==> src/rtl/lc3_pkg.sv <==
package lc3_pkg;

   localparam int WORD_BITS = 16;
   localparam int CHAR_BITS = 8;
   localparam int REG_SEL_BITS = 3;
   localparam int REG_COUNT = 1 << REG_SEL_BITS;

   typedef logic [WORD_BITS-1:0] word_type;
   typedef logic [2:0] cc_type;
   typedef logic [CHAR_BITS-1:0] char_type;
   typedef logic [REG_SEL_BITS-1:0] reg_sel_type;

   localparam cc_type CC_N = 3'd4;
   localparam cc_type CC_Z = 3'd2;
   localparam cc_type CC_P = 3'd1;

   localparam logic [7:0] VEC_GETC = 8'h20;
   localparam logic [7:0] VEC_OUT  = 8'h21;
   localparam logic [7:0] VEC_PUTS = 8'h22;
   localparam logic [7:0] VEC_IN   = 8'h23;
   localparam logic [7:0] VEC_HALT = 8'h25;

   typedef enum logic [1:0] {
      REQ_STEP,
      REQ_MEM_WRITE,
      REQ_REG_WRITE,
      REQ_SET_PC
   } req_kind_type;

   typedef enum logic [1:0] {
      ST_EXECUTED,
      ST_NOT_RUNNING,
      ST_WRITE_DONE,
      ST_CHAR_OUT
   } rsp_status_type;

   typedef enum logic [3:0] {
      OP_BR   = 4'd0,
      OP_ADD  = 4'd1,
      OP_LD   = 4'd2,
      OP_ST   = 4'd3,
      OP_JSR  = 4'd4,
      OP_AND  = 4'd5,
      OP_LDR  = 4'd6,
      OP_STR  = 4'd7,
      OP_RTI  = 4'd8,
      OP_NOT  = 4'd9,
      OP_LDI  = 4'd10,
      OP_STI  = 4'd11,
      OP_JMP  = 4'd12,
      OP_RES  = 4'd13,
      OP_LEA  = 4'd14,
      OP_TRAP = 4'd15
   } opcode_type;

   typedef enum logic [3:0] {
      DP_NOP,
      DP_LATCH,
      DP_MEM_WRITE,
      DP_REG_WRITE,
      DP_SET_PC,
      DP_CLEAR,
      DP_FETCH,
      DP_DECODE,
      DP_EXEC,
      DP_READ_MAR,
      DP_INDIRECT,
      DP_LOAD_WB,
      DP_STORE,
      DP_STR_NEXT
   } dp_op_type;

   typedef enum logic [1:0] {
      CH_ZERO,
      CH_REG,
      CH_MEM
   } char_sel_type;

   typedef struct packed {
      dp_op_type      op;
      logic           rsp_load;
      rsp_status_type rsp_status;
      char_sel_type   char_sel;
      logic           rsp_last;
   } dp_cmd_type;

   typedef struct packed {
      req_kind_type req_kind;
      logic         run;
      word_type     ir;
      logic         rd_zero;
      logic         cnt_done;
      logic         clr_last;
   } dp_stat_type;

   function automatic word_type sext5(word_type v);
      return {{11{v[4]}}, v[4:0]};
   endfunction

   function automatic word_type sext6(word_type v);
      return {{10{v[5]}}, v[5:0]};
   endfunction

   function automatic word_type sext9(word_type v);
      return {{7{v[8]}}, v[8:0]};
   endfunction

   function automatic word_type sext11(word_type v);
      return {{5{v[10]}}, v[10:0]};
   endfunction

   function automatic cc_type cc_of(word_type v);
      cc_type c;
      if (v[WORD_BITS-1]) begin
         c = CC_N;
      end else if (v == '0) begin
         c = CC_Z;
      end else begin
         c = CC_P;
      end
      return c;
   endfunction

endpackage

==> src/rtl/lc3_ctrl.sv <==
module lc3_ctrl import lc3_pkg::*; (
   input  logic        clock,
   input  logic        reset,
   input  logic        req_valid,
   output logic        req_ready,
   output logic        rsp_valid,
   input  logic        rsp_ready,
   output dp_cmd_type  cmd,
   input  dp_stat_type stat
);

   typedef enum logic [3:0] {
      S_CLEAR,
      S_IDLE,
      S_DISPATCH,
      S_FETCH,
      S_DECODE,
      S_EXEC,
      S_READ1,
      S_INDIRECT,
      S_READ2,
      S_LOAD_WB,
      S_STORE,
      S_STR_READ,
      S_STR_CHECK,
      S_WAIT_CHAR,
      S_FINAL,
      S_WAIT_LAST
   } state_type;

   state_type state_ff, state_in;
   logic rsp_valid_ff, rsp_valid_in;
   logic req_ready_ff, req_ready_in;
   opcode_type op;
   logic is_puts;

   assign op = opcode_type'(stat.ir[15:12]);
   assign is_puts = (op == OP_TRAP) && (stat.ir[7:0] == VEC_PUTS);

   always_comb begin
      state_in = state_ff;
      rsp_valid_in = rsp_valid_ff;
      req_ready_in = 1'b0;
      cmd.op = DP_NOP;
      cmd.rsp_load = 1'b0;
      cmd.rsp_status = ST_EXECUTED;
      cmd.char_sel = CH_ZERO;
      cmd.rsp_last = 1'b0;
      unique case (state_ff)
         S_CLEAR: begin
            cmd.op = DP_CLEAR;
            if (stat.clr_last) begin
               state_in = S_IDLE;
               req_ready_in = 1'b1;
            end
         end
         S_IDLE: begin
            if (req_valid && req_ready_ff) begin
               cmd.op = DP_LATCH;
               state_in = S_DISPATCH;
            end else begin
               req_ready_in = 1'b1;
            end
         end
         S_DISPATCH: begin
            unique case (stat.req_kind)
               REQ_MEM_WRITE, REQ_REG_WRITE, REQ_SET_PC: begin
                  unique case (stat.req_kind)
                     REQ_MEM_WRITE: cmd.op = DP_MEM_WRITE;
                     REQ_REG_WRITE: cmd.op = DP_REG_WRITE;
                     default:       cmd.op = DP_SET_PC;
                  endcase
                  cmd.rsp_load = 1'b1;
                  cmd.rsp_status = ST_WRITE_DONE;
                  cmd.rsp_last = 1'b1;
                  rsp_valid_in = 1'b1;
                  state_in = S_WAIT_LAST;
               end
               REQ_STEP: begin
                  if (stat.run) begin
                     cmd.op = DP_FETCH;
                     state_in = S_DECODE;
                  end else begin
                     cmd.rsp_load = 1'b1;
                     cmd.rsp_status = ST_NOT_RUNNING;
                     cmd.rsp_last = 1'b1;
                     rsp_valid_in = 1'b1;
                     state_in = S_WAIT_LAST;
                  end
               end
            endcase
         end
         S_FETCH: begin
            cmd.op = DP_FETCH;
            state_in = S_DECODE;
         end
         S_DECODE: begin
            cmd.op = DP_DECODE;
            state_in = S_EXEC;
         end
         S_EXEC: begin
            cmd.op = DP_EXEC;
            priority if (op == OP_LD || op == OP_LDR || op == OP_LDI || op == OP_STI) begin
               state_in = S_READ1;
            end else if (op == OP_ST || op == OP_STR) begin
               state_in = S_STORE;
            end else if (op == OP_TRAP && stat.ir[7:0] == VEC_OUT) begin
               cmd.rsp_load = 1'b1;
               cmd.rsp_status = ST_CHAR_OUT;
               cmd.char_sel = CH_REG;
               rsp_valid_in = 1'b1;
               state_in = S_WAIT_CHAR;
            end else if (is_puts) begin
               state_in = S_STR_READ;
            end else begin
               cmd.rsp_load = 1'b1;
               cmd.rsp_last = 1'b1;
               rsp_valid_in = 1'b1;
               state_in = S_WAIT_LAST;
            end
         end
         S_READ1: begin
            cmd.op = DP_READ_MAR;
            priority if (op == OP_LDI || op == OP_STI) begin
               state_in = S_INDIRECT;
            end else begin
               state_in = S_LOAD_WB;
            end
         end
         S_INDIRECT: begin
            cmd.op = DP_INDIRECT;
            state_in = (op == OP_STI) ? S_STORE : S_READ2;
         end
         S_READ2: begin
            cmd.op = DP_READ_MAR;
            state_in = S_LOAD_WB;
         end
         S_LOAD_WB, S_STORE: begin
            cmd.op = (state_ff == S_STORE) ? DP_STORE : DP_LOAD_WB;
            cmd.rsp_load = 1'b1;
            cmd.rsp_last = 1'b1;
            rsp_valid_in = 1'b1;
            state_in = S_WAIT_LAST;
         end
         S_STR_READ: begin
            if (stat.cnt_done) begin
               cmd.rsp_load = 1'b1;
               cmd.rsp_last = 1'b1;
               rsp_valid_in = 1'b1;
               state_in = S_WAIT_LAST;
            end else begin
               cmd.op = DP_READ_MAR;
               state_in = S_STR_CHECK;
            end
         end
         S_STR_CHECK: begin
            if (stat.rd_zero) begin
               cmd.rsp_load = 1'b1;
               cmd.rsp_last = 1'b1;
               rsp_valid_in = 1'b1;
               state_in = S_WAIT_LAST;
            end else begin
               cmd.op = DP_STR_NEXT;
               cmd.rsp_load = 1'b1;
               cmd.rsp_status = ST_CHAR_OUT;
               cmd.char_sel = CH_MEM;
               rsp_valid_in = 1'b1;
               state_in = S_WAIT_CHAR;
            end
         end
         S_WAIT_CHAR: begin
            if (rsp_ready) begin
               rsp_valid_in = 1'b0;
               state_in = is_puts ? S_STR_READ : S_FINAL;
            end
         end
         S_FINAL: begin
            cmd.rsp_load = 1'b1;
            cmd.rsp_last = 1'b1;
            rsp_valid_in = 1'b1;
            state_in = S_WAIT_LAST;
         end
         S_WAIT_LAST: begin
            if (rsp_ready) begin
               rsp_valid_in = 1'b0;
               req_ready_in = 1'b1;
               state_in = S_IDLE;
            end
         end
      endcase
   end

   always_ff @(posedge clock) begin
      if (reset) begin
         state_ff <= S_CLEAR;
         rsp_valid_ff <= 1'b0;
         req_ready_ff <= 1'b0;
      end else begin
         state_ff <= state_in;
         rsp_valid_ff <= rsp_valid_in;
         req_ready_ff <= req_ready_in;
      end
   end

   assign req_ready = req_ready_ff;
   assign rsp_valid = rsp_valid_ff;

endmodule

==> config.mk <==
export PLATFORM = sky130hd
export DESIGN_NAME = lc3_ctrl
export DESIGN_NICKNAME = d
export VERILOG_FILES = /design/src/rtl/lc3_pkg.sv /design/src/rtl/lc3_ctrl.sv
export SDC_FILE = /design/constraint.sdc
export NUM_CORES = 1
export LEC_CHECK = 0
export BUFFER_PORTS_ARGS = -buffer_cell sky130_fd_sc_hd__buf_2
export CAP_MARGIN = 10
export CORE_UTILIZATION = 54
export DETAILED_ROUTE_END_ITERATION = 8
export GPL_TIMING_DRIVEN = 0
export PLACE_DENSITY = 0.86
export SLEW_MARGIN = 25
export SYNTH_ARGS = -nofsm -noshare
export SYNTH_HDL_FRONTEND = slang
export SYNTH_SLANG_ARGS = --single-unit
==> constraint.sdc <==
create_clock -name clock -period 4.42 [get_ports clock]
set_clock_uncertainty 0.1 [all_clocks]
set_input_delay 0.442 -clock clock [delete_from_list [all_inputs] [get_ports clock]]
set_output_delay 0.442 -clock clock [all_outputs]
set_load 0.02 [all_outputs]
# ---- Word-level counts from Yosys, hierarchy flattened
# Cells that the tools add are included.
dict set report word_totals {
  word_cells 112
  regBits 6
  output_inout_bits 12
  inputBits 26
}
dict set report classes {
  mux 53
  n_reduce_logical 19
  eq_ne 37
}
# cell n
set op_table {}
lappend op_table {{$pmux 4 s14} 1}
lappend op_table {{$mux 4} 13}
lappend op_table {{$eq 4x4->1 const B} 11}
lappend op_table {{$pmux 4 s11} 1}
lappend op_table {{$eq 4x3->1 const B} 6}
lappend op_table {{$mux 1} 17}
lappend op_table {{$eq 4x2->1 const B} 4}
lappend op_table {{$eq 8x6->1 const B} 2}
lappend op_table {{$mux 3} 5}
lappend op_table {{$ne 2x2->1 const B} 7}
lappend op_table {{$pmux 7 s2} 1}
lappend op_table {{$mux 6} 2}
lappend op_table {{$pmux 1 s5} 2}
lappend op_table {{$pmux 4 s2} 1}
lappend op_table {{$reduce_and 7->1} 1}
lappend op_table {{$mux 2} 3}
lappend op_table {{$ne 3x3->1 const B} 2}
lappend op_table {{$pmux 2 s3} 1}
lappend op_table {{$pmux 3 s2} 1}
lappend op_table {{$reduce_or 2->1} 3}
lappend op_table {{$reduce_or 3->1} 2}
lappend op_table {{$logic_or 1x1->1} 5}
lappend op_table {{$reduce_bool 5->1} 1}
lappend op_table {{$eq 2x2->1 const B} 2}
lappend op_table {{12 further kinds} 15}

# ---- Depth between registers and ports, before layout
dict set report depth {
  word_depth 7
  mapped_depth 6
}

# ---- Least setup slack after synthesis
# OpenSTA, ideal clock, no wires.
dict set report synth_path {
  kind {reg2out}
  startpoint {reg state_ff[3]}
  endpoint {out cmd[3] (netlist name)}
  arrival_time_ns 1.756
  stages_incl_launch_ff 6
  path_slack_ns 2.122
  required_time_ns 3.878
  cell_sequence {dfxtp_1 -> buf_4 -> nand2_1 -> nor4_1 -> o21ba_1 -> o21ai_0}
}
# element line_no
set synth_lines {}
lappend synth_lines {{start, declared} lc3_ctrl.sv:31} ;# state_type state_ff, state_in;
lappend synth_lines {{start signal, assigned} lc3_ctrl.sv:199} ;# state_ff <= state_in;
lappend synth_lines {{end, declared} lc3_ctrl.sv:8} ;# output dp_cmd_type cmd,

==> impl_metrics.csv <==
group,metric,value,unit
final_layout,multiInputGateArea,861,µm²
setup_path,rrSetupSlack,2.66,ns
yosys,synthArstFlopShare,0,
final_layout,drive_above_1_share,0.296,
min_path,hold_path.class,"input port to register",
setup_path,cp_data_arrival_time,1.96,ns
yosys,synth.net_count,179,
setup_path,cp_top_family,"compound AO/OA/AOI/OAI gates",
power,cellPowerDensity,136,nW/µm²
grt,grt_overflow,0,
die,die_h,46.5,µm
yosys,synthMostInstantiatedCell,"a21oi_1",
die,dieArea,2170,µm²
yosys,synth_top_flop_cell,"dfxtp_1",
yosys,ys_types,53,
detailed_routing,drtIter0Drc,91,
placement,io_buffers,32,
clock_network,cts_buffers,3,
sta,slew_headroom,0.657,
yosys,ys_seq_elements,6,
detailed_routing,vias,1469,
sta,worstMarginPinSlew,0.514,ns
yosys,synth_top_cell_by_area,"dfxtp_1",
setup_path,slowest_delay,0.43,ns
grt,grt_pass1_wl,5.61,mm
grt,grt_max_degree,11,
detailed_routing,wl_per_cell,16.8,µm
final_layout,nNetsFinal,216,
grt,grt.total_usage,0.354,
clock_network,cts_hold_buf,0,
min_path,hold_depth,2,
setup_path,reg2reg_depth,4,
yosys,synth_area_per_cell,7.09,µm²
clock_network,cts_tree,"built",
final_layout,fin_cells,211,
grt,antenna_found_initial,0,
setup_path,critPathCapture,"cmd[4]",
detailed_routing,wirelength,3.54,mm
clock_network,clock_path_buffers,2,
setup_path,cp_num_cells,6,
sta,tns,0,ns
clock_network,cts_num_sinks,6,
placement,dp.cells,208,
sta,setup_viol,0,
setup_path,cp-start-kind,"register",
setup_path,timing.rr.end,"rsp_valid",
yosys,ys_seq_area_frac,0.112,
sta,hold_ws,0.340,ns
clock_network,cts_setup_buffers,0,
sta,rsz0062_at_grt,"false",
yosys,syn_area,1070,µm²
sta,fmax,0.400,GHz
yosys,synthTopCellsByCount,"a21oi_1, nor2_1, nor2b_1, buf_2, o21ai_0",
power,ir_worst_vdd,0.106,mV
placement,gp_congestion,0.966,
clock_network,path_clk_slew,0.05,ns
job,drv_cap,0,
sta,slew_viol_final,0,
final_layout,area_growth,20.0,%
die,initial_utilization,0.601,
final_layout,diodes,0,
clock_network,worstSkewPairLatency,0.25,ns
setup_path,path_class,"register to output port",
placement,dp_hpwl,2.67,mm
yosys,synth_edf_count,0,
sta,layout_worst_path_cycle_share,0.566,
final_layout,fill_cells,165,
grt,grt_pass1_vias,1267,
sta,period_needed,2.50,ns
detailed_routing,postRouteAntennaNets,0,
die,num_io_pins,38,
setup_path,cp.required,3.88,ns
setup_path,crit_path_start,"state_ff[2]",
clock_network,cts_root_buf,"clkbuf_4",
die,core_area,1780,µm²
die,dieWidth,46.5,µm
yosys,synth_cells,151,
setup_path,critPathBufInv,2,
power,leakagePower,0.533,nW
setup_path,path_cells,"buf_4, nor4bb_2, o21ai_1, o21ba_1, o21ai_0, buf_2",
min_path,holdCritStartpoint,"reset",
status,status,"finished, final reports clean",
yosys,ys_warn_count,0,
detailed_routing,drc,0,
detailed_routing,dr.pass1.iters,5,
setup_path,r2r_start,"state_ff[0]",
sta,hold_violations,0,
setup_path,crit_slowest_cell,"dfxtp_1",
final_layout,register_area,120,µm²
yosys,yosysTopAreaCellShare,0.112,
clock_network,cts.htree.levels,1,
detailed_routing,vias_per_cell,6.96,
setup_path,worstPathMaxFanout,10,
setup_path,crit_path_end_kind,"output port",
yosys,yosys-top-cells-area,"dfxtp_1, nor2b_1, a21oi_1",
die,rows,15,
clock_network,cts_resized,0,
## worst reg2reg max path: cells and delay by family, from the launching register on
kind / cells / cell delay (ns)
DFF: 1 / 0.37
buffers and inverters: 1 / 0.43
AOI/OAI and AO/OA: 3 / 0.72
## cell usage in the layout (no fill, tap or decap), types with 3 or more instances in the layout
cell type / Yosys / final
a211oi_1: 3 / 3
a21oi_1: 12 / 12
a221oi_1: 3 / 3
buf_2: 9 / 41
clkbuf_4: 0 / 3
dfxtp_1: 6 / 6
inv_1: 6 / 6
nand2_1: 6 / 6
nand2b_1: 8 / 8
nand3_1: 4 / 4
nand4_1: 5 / 5
nor2_1: 10 / 10
nor2b_1: 10 / 10
o21ai_0: 9 / 9
o22ai_1: 5 / 5
o31ai_1: 3 / 3
## routing by layer
layer,wire (µm),global-route usage,up-vias
li1,-,-,653
met1,1310,0.474,653
met2,1700,0.578,132
met3,398,0.0510,31
met4,133,0.106,0
met5,0,0,-
## through the flow
stage	instance area, µm²	power [mW]	setup slack (ns)	util
final	1280	0.175	1.92	0.721
after global routing	1280	0.182	1.84	0.721
after CTS	1280	0.173	1.95	0.721
after detailed placement	1260	0.121	2.18	0.708
after global placement	1260	0.118	2.23	0.708
after floorplan	1070	0.0957	2.12	-
## kinds of logic after synthesis
kind of cell / synth area share
compound gates: 0.395
xor+xnor: 0.00818
fa+ha+maj: 0.0234
buf+inv: 0.0841
flops: 0.112
mux: 0.0199
simple gates: 0.357
## flip-flops by register name, indices dropped and copies added (netlist names)
register / flops
state_ff: 4
req_ready: 1
rsp_valid: 1
## report_power, final
part	switching, mW	internal, mW
clock	0.0229	0.0309
combinational	0.0377	0.0256
sequential	0.00216	0.0560
total	0.0627	0.113
## worst min-delay path by stage
| stage | to | slack (ns) |
|---|---|---|
| 2_1_floorplan | req_ready | 0.41 |
| 3_3_place_gp | rsp_valid | 0.36 |
| 3_5_place_dp | rsp_valid | 0.39 |
| 4_1_cts | req_ready | 0.34 |
| 5_1_grt | req_ready | 0.36 |
| 6_report | req_ready | 0.34 |
## final cells by class
class / instances / area share
buffer: 13 / 0.0526
clock buffer: 3 / 0.0175
inverter: 6 / 0.0175
multi-input combinational: 126 / 0.670
sequential: 6 / 0.0935
tap: 25 / 0.0243
timing repair buffer: 32 / 0.125
Note: power is estimated with default switching activity, not from simulation.
